[config.mk]
export PLATFORM = sky130hd
export DESIGN_NAME = swept_waveform_oscillator_unit
export DESIGN_NICKNAME = d
export VERILOG_FILES = /design/src/rtl/swo_pkg.sv /design/src/rtl/swept_waveform_oscillator_unit.sv
export SDC_FILE = /design/constraint.sdc
export NUM_CORES = 2
export LEC_CHECK = 0
export BUFFER_PORTS_ARGS = -buffer_cell sky130_fd_sc_hd__buf_4
export CAP_MARGIN = 25
export CORE_MARGIN = 10
export CORE_UTILIZATION = 30
export DETAILED_ROUTE_END_ITERATION = 16
export HOLD_SLACK_MARGIN = 0.08
export PLACE_DENSITY = 0.43
export SLEW_MARGIN = 30
export SYNTH_ARGS = -nofsm -noshare
export SYNTH_HDL_FRONTEND = slang
export SYNTH_SLANG_ARGS = --single-unit
[constraint.sdc]
create_clock -name i_clk -period 13.9 [get_ports i_clk]
set_clock_uncertainty 0.15 [all_clocks]
set_input_delay 0.695 -clock i_clk [delete_from_list [all_inputs] [get_ports i_clk]]
set_output_delay 0.695 -clock i_clk [all_outputs]
set_load 0.1 [all_outputs]
[src/rtl/swo_pkg.sv]
// ----------------------------------------------------------------------------
// swo_pkg
// Types, constants and the sine table builder for the swept oscillator.
// ----------------------------------------------------------------------------
package swo_pkg;

    localparam int          STEP_BITS   = 48;
    localparam int          MAG_BITS    = 15;
    localparam int          SAMPLE_BITS = 16;
    localparam int          CFG_BITS    = 32;
    localparam logic [14:0] AMP         = 15'd32760;
    localparam logic [63:0] HALF_PI_Q30 = 64'd1686629713;
    localparam logic [31:0] RATIO_ONE   = 32'h4000_0000;

    typedef enum logic [1:0] {
        WAVE_SINE   = 2'd0,
        WAVE_SAW    = 2'd1,
        WAVE_SQUARE = 2'd2,
        WAVE_SILENT = 2'd3
    } t_wave_mode;

    typedef enum logic [1:0] {
        CFG_WAVE_MODE   = 2'd0,
        CFG_START_STEP  = 2'd1,
        CFG_SWEEP_EN    = 2'd2,
        CFG_SWEEP_RATIO = 2'd3
    } t_cfg_reg;

    // Quarter-wave entry k, Taylor series on x in 2.30, scaled by AMP.
    function automatic logic [14:0] sine_entry(input int k, input int addr_bits);
        logic [63:0]        x;
        logic [63:0]        x2;
        logic [63:0]        term;
        logic [63:0]        v;
        logic signed [63:0] sum;
        x    = (HALF_PI_Q30 * 64'(k)) >> addr_bits;
        x2   = (x * x) >> 30;
        term = x;
        sum  = $signed(x);
        term = ((term * x2) >> 30) / 64'd6;   sum = sum - $signed(term);
        term = ((term * x2) >> 30) / 64'd20;  sum = sum + $signed(term);
        term = ((term * x2) >> 30) / 64'd42;  sum = sum - $signed(term);
        term = ((term * x2) >> 30) / 64'd72;  sum = sum + $signed(term);
        term = ((term * x2) >> 30) / 64'd110; sum = sum - $signed(term);
        term = ((term * x2) >> 30) / 64'd156; sum = sum + $signed(term);
        term = ((term * x2) >> 30) / 64'd210; sum = sum - $signed(term);
        term = ((term * x2) >> 30) / 64'd272; sum = sum + $signed(term);
        if (sum < 0) begin
            sum = '0;
        end
        v = ($unsigned(sum) * 64'(AMP)) >> 30;
        if (v > 64'(AMP)) begin
            v = 64'(AMP);
        end
        return v[14:0];
    endfunction

endpackage

[src/rtl/swept_waveform_oscillator_unit.sv]
// ----------------------------------------------------------------------------
// swept_waveform_oscillator_unit
// DDS oscillator with quarter-wave sine, sawtooth and square outputs and an
// exponential step sweep.
// ----------------------------------------------------------------------------
// Takes one item per clock while o_stall is low and gives one sample per item.
// The phase register feeds the sample logic, and the sample is registered in the
// output register when the output is not stalled. The step loop holds the phase
// add and the 48x32 sweep multiply (two 24x32 partial products), which close on
// the phase and step registers. The sine table is a constant quarter-wave table of
// 2^SINE_ADDR_BITS entries. start_step takes effect at the next item with restart
// set; the other registers act at once.
module swept_waveform_oscillator_unit #(
    parameter int PHASE_BITS     = 32,
    parameter int SINE_ADDR_BITS = 8
) (
    input  logic                                    i_clk,
    input  logic                                    i_rst_n,
    input  logic                                    i_valid,
    output logic                                    o_stall,
    input  logic                                    i_restart,
    output logic                                    o_valid,
    input  logic                                    i_stall,
    output logic signed [swo_pkg::SAMPLE_BITS-1:0]  o_sample,
    input  logic                                    i_cfg_we,
    input  logic [1:0]                              i_cfg_index,
    input  logic [swo_pkg::CFG_BITS-1:0]            i_cfg_data
);

    localparam int TABLE_LEN = 1 << SINE_ADDR_BITS;
    localparam int SAW_W     = PHASE_BITS + 1;
    localparam int PROD_W    = SAW_W + swo_pkg::MAG_BITS;
    localparam int SB        = swo_pkg::STEP_BITS;

    // configuration
    swo_pkg::t_wave_mode r_mode;
    logic [31:0]         r_start_step;
    logic                r_sweep_en;
    logic [31:0]         r_ratio;

    // state and pipeline
    logic [PHASE_BITS-1:0] r_phase;
    logic [SB-1:0]         r_step;
    logic                  r_s1_valid;
    logic signed [15:0]    r_sample;
    logic                  r_out_valid;

    logic [PHASE_BITS-1:0] n_phase;
    logic [SB-1:0]         n_step;
    logic signed [15:0]    n_sample;

    logic w_accept;
    logic w_out_ready;
    logic w_s1_ready;

    always_ff @(posedge i_clk) begin
        if (!i_rst_n) begin
            r_mode       <= swo_pkg::WAVE_SINE;
            r_start_step <= '0;
            r_sweep_en   <= 1'b0;
            r_ratio      <= swo_pkg::RATIO_ONE;
        end else if (i_cfg_we) begin
            unique case (swo_pkg::t_cfg_reg'(i_cfg_index))
                swo_pkg::CFG_WAVE_MODE:   r_mode       <= swo_pkg::t_wave_mode'(i_cfg_data[1:0]);
                swo_pkg::CFG_START_STEP:  r_start_step <= i_cfg_data[31:0];
                swo_pkg::CFG_SWEEP_EN:    r_sweep_en   <= i_cfg_data[0];
                swo_pkg::CFG_SWEEP_RATIO: r_ratio      <= i_cfg_data[31:0];
                default:                  r_mode       <= r_mode;
            endcase
        end
    end

    // handshake
    assign w_out_ready = !r_out_valid || !i_stall;
    assign w_s1_ready  = !r_s1_valid || w_out_ready;
    assign o_stall     = !w_s1_ready;
    assign w_accept    = i_valid && w_s1_ready;

    // step loop
    logic [SB-1:0]         w_step_eff;
    logic [PHASE_BITS-1:0] w_phase_base;
    logic [55:0]           w_p_lo;
    logic [55:0]           w_p_hi;
    logic [56:0]           w_low_sum;
    logic [50:0]           w_sweep_sum;
    logic [SB-1:0]         w_step_swept;

    assign w_step_eff   = i_restart ? {r_start_step, 16'b0} : r_step;
    assign w_phase_base = i_restart ? '0 : r_phase;
    assign n_phase      = w_phase_base + w_step_eff[SB-1 -: PHASE_BITS];

    assign w_p_lo      = 56'(w_step_eff[23:0]) * 56'(r_ratio);
    assign w_p_hi      = 56'(w_step_eff[47:24]) * 56'(r_ratio);
    assign w_low_sum   = 57'({w_p_hi[5:0], 24'b0}) + 57'(w_p_lo);
    assign w_sweep_sum = 51'(w_p_hi[55:6]) + 51'(w_low_sum[56:30]);
    assign w_step_swept = (|w_sweep_sum[50:48]) ? '1 : w_sweep_sum[47:0];
    assign n_step       = r_sweep_en ? w_step_swept : w_step_eff;

    always_ff @(posedge i_clk) begin
        if (!i_rst_n) begin
            r_phase    <= '0;
            r_step     <= '0;
            r_s1_valid <= 1'b0;
        end else begin
            if (w_accept) begin
                r_phase <= n_phase;
                r_step  <= n_step;
            end
            if (w_s1_ready) begin
                r_s1_valid <= i_valid;
            end
        end
    end

    // sine table
    logic [14:0] w_sine_rom [TABLE_LEN];

    for (genvar k = 0; k < TABLE_LEN; k++) begin : g_rom
        assign w_sine_rom[k] = swo_pkg::sine_entry(k, SINE_ADDR_BITS);
    end

    // sample from phase
    logic [1:0]                w_quad;
    logic [SINE_ADDR_BITS-1:0] w_addr;
    logic [SINE_ADDR_BITS-1:0] w_addr_rd;
    logic [14:0]               w_sin_mag;
    logic signed [15:0]        w_sin;
    logic [SAW_W-1:0]          w_saw_d;
    logic [PROD_W-1:0]         w_saw_prod;
    logic [14:0]               w_saw_mag;
    logic signed [15:0]        w_saw;
    logic signed [15:0]        w_sq;

    assign w_quad    = r_phase[PHASE_BITS-1 -: 2];
    assign w_addr    = r_phase[PHASE_BITS-3 -: SINE_ADDR_BITS];
    assign w_addr_rd = w_quad[0] ? (~w_addr + 1'b1) : w_addr;
    assign w_sin_mag = (w_quad[0] && (w_addr == '0)) ? swo_pkg::AMP : w_sine_rom[w_addr_rd];
    assign w_sin     = w_quad[1] ? -$signed({1'b0, w_sin_mag}) : $signed({1'b0, w_sin_mag});

    assign w_saw_d    = r_phase[PHASE_BITS-1]
                      ? {1'b0, r_phase[PHASE_BITS-2:0], 1'b0}
                      : ({1'b1, {PHASE_BITS{1'b0}}} - {1'b0, r_phase[PHASE_BITS-2:0], 1'b0});
    assign w_saw_prod = PROD_W'(w_saw_d) * PROD_W'(swo_pkg::AMP);
    assign w_saw_mag  = w_saw_prod[PHASE_BITS +: 15];
    assign w_saw      = r_phase[PHASE_BITS-1] ? $signed({1'b0, w_saw_mag})
                                              : -$signed({1'b0, w_saw_mag});

    assign w_sq = r_phase[PHASE_BITS-1] ? -$signed({1'b0, swo_pkg::AMP})
                                        : $signed({1'b0, swo_pkg::AMP});

    always_comb begin
        unique case (r_mode)
            swo_pkg::WAVE_SINE:   n_sample = w_sin;
            swo_pkg::WAVE_SAW:    n_sample = w_saw;
            swo_pkg::WAVE_SQUARE: n_sample = w_sq;
            swo_pkg::WAVE_SILENT: n_sample = '0;
            default:              n_sample = '0;
        endcase
    end

    always_ff @(posedge i_clk) begin
        if (!i_rst_n) begin
            r_out_valid <= 1'b0;
        end else if (w_out_ready) begin
            r_out_valid <= r_s1_valid;
        end
    end

    always_ff @(posedge i_clk) begin
        if (w_out_ready && r_s1_valid) begin
            r_sample <= n_sample;
        end
    end

    assign o_valid  = r_out_valid;
    assign o_sample = r_sample;

`ifndef SYNTH
    a_stall_full: assert property (@(posedge i_clk) disable iff (!i_rst_n)
        o_stall |-> (r_s1_valid && r_out_valid))
        else $error("input stalled with room in the pipeline");

    a_step_hold: assert property (@(posedge i_clk) disable iff (!i_rst_n)
        !w_accept |=> $stable(r_step) && $stable(r_phase))
        else $error("oscillator state moved without an item");

    a_restart_load: assert property (@(posedge i_clk) disable iff (!i_rst_n)
        (w_accept && i_restart && !r_sweep_en) |=> (r_step == {$past(r_start_step), 16'b0}))
        else $error("restart did not load the start step");

    a_sample_range: assert property (@(posedge i_clk) disable iff (!i_rst_n)
        o_valid |-> (o_sample <= 16'sd32760) && (o_sample >= -16'sd32760))
        else $error("sample out of range");
`endif

endmodule

# ---- Word level (Yosys, flattened, before mapping)
# Memory sizes are Yosys's and may differ from the RTL's.
# Cells that the tools add are included.
dict set report word_totals {
  register_bits 165
  latch_bits 0
  ramBits 0
  rom_bits 3840
  output_inout_bits 18
  word_cells 59
  memories 1
}
# memory words word_bits read_ports rd_ports_with_merged_regs write_ports line
set memory_table {}
lappend memory_table {{(name not given)} 256 15 1 0 0 swept_waveform_oscillator_unit.sv:137} ;# assign w_sin_mag = (w_quad[0] && (w_addr == '0)) ? swo_pkg::AMP : w_sine_rom[w_addr_rd];
dict set report classes {
  addsub 7
  mul 3
  div_mod_pow 0
  n_lt_le_gt_ge 1
  n_eq_ne 6
  shift 0
  mux 13
  bitwise_logic 2
  reduce_logical 17
}
# op count
set op_table {}
lappend op_table {{$mux 48} 3}
lappend op_table {{$mul 24x32->56} 2}
lappend op_table {{$pmux 16 s4} 1}
lappend op_table {{$add 30x56->57} 1}
lappend op_table {{$add 50x27->51} 1}
lappend op_table {{$mux 16} 3}
lappend op_table {{$mux 15} 3}
lappend op_table {{$mul 33x12->44 const B} 1}
lappend op_table {{$mux 33} 1}
lappend op_table {{$sub 33x32->33 const A} 1}
lappend op_table {{$add 32x32->32} 1}
lappend op_table {{$mux 32} 1}
lappend op_table {{$neg 15->16} 2}
lappend op_table {{$ge 9x9->1 const B} 1}
lappend op_table {{$not 8->9} 1}
lappend op_table {{$add 8x1->8 const B} 1}
lappend op_table {{$eq 2x2->1 const B} 4}
lappend op_table {{$logic_not 8->1} 1}
lappend op_table {{$mux 8} 1}
lappend op_table {{$not 8->8} 1}
lappend op_table {{$reduce_and 2->1} 4}
lappend op_table {{$eq 2x1->1 const B} 2}
lappend op_table {{$logic_not 1->1} 4}
lappend op_table {{$logic_not 2->1} 2}
lappend op_table {{other kinds (3)} 6}

# ---- Longest topological paths before layout
dict set report depth {
  word_depth 11
  depth_mapped 47
  mapped_depth_nobuf 41
}

# ---- Least setup slack after synthesis
# OpenSTA, ideal clock, no wires.
dict set report synth_timing {
  path_type {input port to flip-flop}
  from {input i_restart}
  to {register r_step[30]}
  setup_ns 0.134
  arrival_ns 12.280
  t_required_ns 13.616
  setup_slack_ns 1.336
  stages 44
  path_buffers 5
  path_cell_list {clkbuf_1 -> buf_1 -> mux2i_1 -> clkbuf_1 -> inv_1 -> nand2_1 -> fa_1 -> fa_1 -> inv_1 -> ha_1 -> fa_1 -> fa_1 -> fa_1 -> fa_1 -> fa_1 -> inv_1 -> fa_1 -> inv_1 -> (+8 left out) -> o31a_1 -> a31o_2 -> a21oi_1 -> xnor2_1 -> ha_1 -> clkbuf_1 -> a2111oi_0 -> o21ai_0 -> a221o_1 -> nand2_1 -> nand3_1 -> o311a_1 -> a31o_2 -> nand4_1 -> or4b_1 -> buf_2 -> a2111oi_1 -> a311oi_1}
}
dict set report synth_between {
  elab_chain_cells 7
  word_cells_on_any_way 8
  cone_classes {add/sub (2); mul (2); mux (3); reduce/logical (1)}
}
# element line
set synth_rtl {}
lappend synth_rtl {{start, declared} swept_waveform_oscillator_unit.sv:21} ;# input logic i_restart,
lappend synth_rtl {{$mux 48 (*)} swept_waveform_oscillator_unit.sv:88} ;# assign w_step_eff = i_restart ? {r_start_step, 16'b0} : r_step;
lappend synth_rtl {{$mul 24x32->56 (on tied branches)} {swept_waveform_oscillator_unit.sv:93, swept_waveform_oscillator_unit.sv:92}}
lappend synth_rtl {{$add 30x56->57} swept_waveform_oscillator_unit.sv:94} ;# assign w_low_sum = 57'({w_p_hi[5:0], 24'b0}) + 57'(w_p_lo);
lappend synth_rtl {{$add 50x27->51} swept_waveform_oscillator_unit.sv:95} ;# assign w_sweep_sum = 51'(w_p_hi[55:6]) + 51'(w_low_sum[56:30]);
lappend synth_rtl {{$reduce_or 3->1} swept_waveform_oscillator_unit.sv:96} ;# assign w_step_swept = (|w_sweep_sum[50:48]) ? '1 : w_sweep_sum[47:0];
lappend synth_rtl {{$mux 48} swept_waveform_oscillator_unit.sv:96}
lappend synth_rtl {{$mux 48 (*)} swept_waveform_oscillator_unit.sv:97} ;# assign n_step = r_sweep_en ? w_step_swept : w_step_eff;
lappend synth_rtl {{end signal, assigned} swept_waveform_oscillator_unit.sv:107} ;# r_step <= n_step;
lappend synth_rtl {{end, declared} swept_waveform_oscillator_unit.sv:43} ;# logic [SB-1:0] r_step;
# Mark *: on every way between the ends. The rest lies on a longest branch, timed or not.
# A chain may end at the register's enable or synchronous reset.

# ---- Final worst setup path
dict set report layout_timing {
  from {input i_restart}
  to {register r_step[5]}
}
# The elaborated chain is that of the path after synthesis.

==> reports/results.tsv <==
metric	value	unit
max_freq	0.07586	GHz
synth.top_cells.by_area	fa_1, ha_1, inv_1	
yosys_warnings	0	
grt_pass1_wl	399100	um
critical_path_class	primary input to flip-flop	
stdcell_count	11338	
hpwl	206900	um
finalSetupTns	0	ps
postCtsSetupRepairBufs	0	
path_delay_family	adder cells	
cts-root-buf	clkbuf_16	
path_clk_slew	80	ps
synthFlopType	dfxtp_1	
fillers	25223	
cpPeakStageDelay	710	ps
place_ws	377.6	ps
antenna_found_initial	6	
timing.final.ws_setup	718.3	ps
dp_cells	11300	
ff2ff_path_depth	41	
period_needed	13180	ps
crit_required	14110	ps
syn_avg_cell_area	8.519	um2
end_kind	flip-flop	
crit_cells	42	
hp-class	primary input to flip-flop	
nets	10281	
crit_fanout	32	
cts_buffer_depth	2	
numCtsBuffers	17	
async_flop_share	0	%
fp.dieW	509.4	um
relSlewSlack	30.59	%
hold_viol	0	
cts_sinks	165	
grt_overflow	0	
syn_area	71840	um2
min_path_cells	3	
yosys.area.top_type_share	42.78	%
initial_core_util	30.17	%
cts_max_level	4	
critPathLaunchType	primary input	
io_pins	58	
drtPass1Iterations	6	
cts_hold_buf	0	
synth.distinct_cells	100	
wl_per_cell	22.95	um
ant_nets	0	
status	completed	
ys_seq_area_share	4.821	%
grt_max_degree	70	
seq_area	3506	um2
crit_top_cell	ha_1	
die_h	509.4	um
layout-drive-gt1-share	5.046	%
grt_usage	20.14	%
synth-seq-cells	165	
final_cell_mix	inv_1, fa_1, nand2_1	
critical_path_arrival	13390	ps
timing.hold.ws	272.2	ps
drtIter0Drc	3943	
area_growth	6.242	%
setup_viol	0	
vias	57316	
syn_inst	8433	
core	238100	um2
drv_slew	0	
slowest_stage	a21oi_4	
globalplace.congestion	0.9202	
multi_input_area	60340	um2
fin_crit_sh	94.83	%
cp_num_buf_inv	5	
rsz0062_at_grt	no	
rows	179	
die_area	259400	um2
post_cts_resize_count	0	
viasPerCell	5.055	
maxCapViolations	0	
grt_pass1_vias	61169	
cts_tree	done	
synth_nets	10562	
worst_pin_slew	1030	ps
synth_largest_area_cell	fa_1	
final_common_cell	inv_1	
clk_latency	520	ps
wl	260200	um
drc	0	
synth_edf_count	16	
portBuffers	57	
rrSetupSlack	1020	ps
[sequential cells by signal (all words and copies together) (netlist names)]
signal	count
r_s1_valid	1
r_mode	2
r_phase	32
r_sweep_en	1
o_valid	1
r_step	48
o_sample	16
r_start_step	32
r_ratio	32
[path summary, 6_finish.rpt]
kind / from / endpoint
hold / removal: i_cfg_data[10] / r_ratio[10]
setup / recovery: i_restart / r_step[5]
setup reg to reg: r_start_step[9] / r_step[5]
hold reg to reg: r_step[45] / r_step[45]
[cell type report]
| type | count | area share (%) |
|---|---|---|
| Antenna cell | 6 | 0.01967 |
| Clock buffer | 17 | 0.5574 |
| Clock inverter | 15 | 0.2262 |
| Inverter | 1660 | 8.167 |
| Multi-Input combinational cell | 6093 | 79.06 |
| Sequential cell | 165 | 4.593 |
| Tap cell | 3167 | 5.192 |
| Timing Repair Buffer | 215 | 2.184 |
[cell usage after synthesis, types with 30 or more instances]
master and number:
nor2_1 224, o21ai_0 206, fa_1 1535, and2_1 520, ha_1 554, nand2_1 1369
nand3_1 57, nand4_1 35, inv_1 1656, o211ai_1 32, nor2b_1 133, a31oi_1 47
a311oi_1 30, nand2b_1 30, and3_1 33, nor3_1 67, a21o_1 86, xor2_1 80
mux2_2 35, a21oi_1 314, dfxtp_1 149, clkbuf_1 464, xnor2_1 126, a211oi_1 73
or3_1 39
[metrics by stage]
step                      utilization (%)  cell area [um2]
after global placement              31.77            75640
after CTS                           32.05            76300
final                               32.06            76320
after floorplan                         -            71840
after global routing                32.05            76310
after detailed placement            31.80            75700
[logic make-up after synthesis]
family | share of synthesized area (%)
buf+inv | 11.42
fa+ha+maj | 52.42
flops | 4.821
mux | 1.277
xor+xnor | 2.543
compound gates | 10.29
simple gates | 17.22
[routing by layer]
layer | vias to the layer above | part of all wire [%] | track usage [%]
met5 | - | 0 | 0
met4 | 0 | 2.6 | 4.916
met3 | 229 | 4.2 | 1.648
met2 | 1461 | 46 | 32.59
met1 | 30133 | 47 | 29.10
li1 | 25493 | - | -
[worst reg2reg max path: cells and delay by family, from the launching register on]
family                     cells  cell delay, ps
adders and majority gates     13            5090
AOI/OAI and AO/OA             13            3700
and+or+nand+nor                9            2360
buffers and inverters          4             750
DFF                            1             410
muxes                          1             190
xor gates and xnor gates       1             110
Power is left out: the tool's default activity adds up to more than one toggle a clock period on the data nets, which glitch-free logic cannot reach.
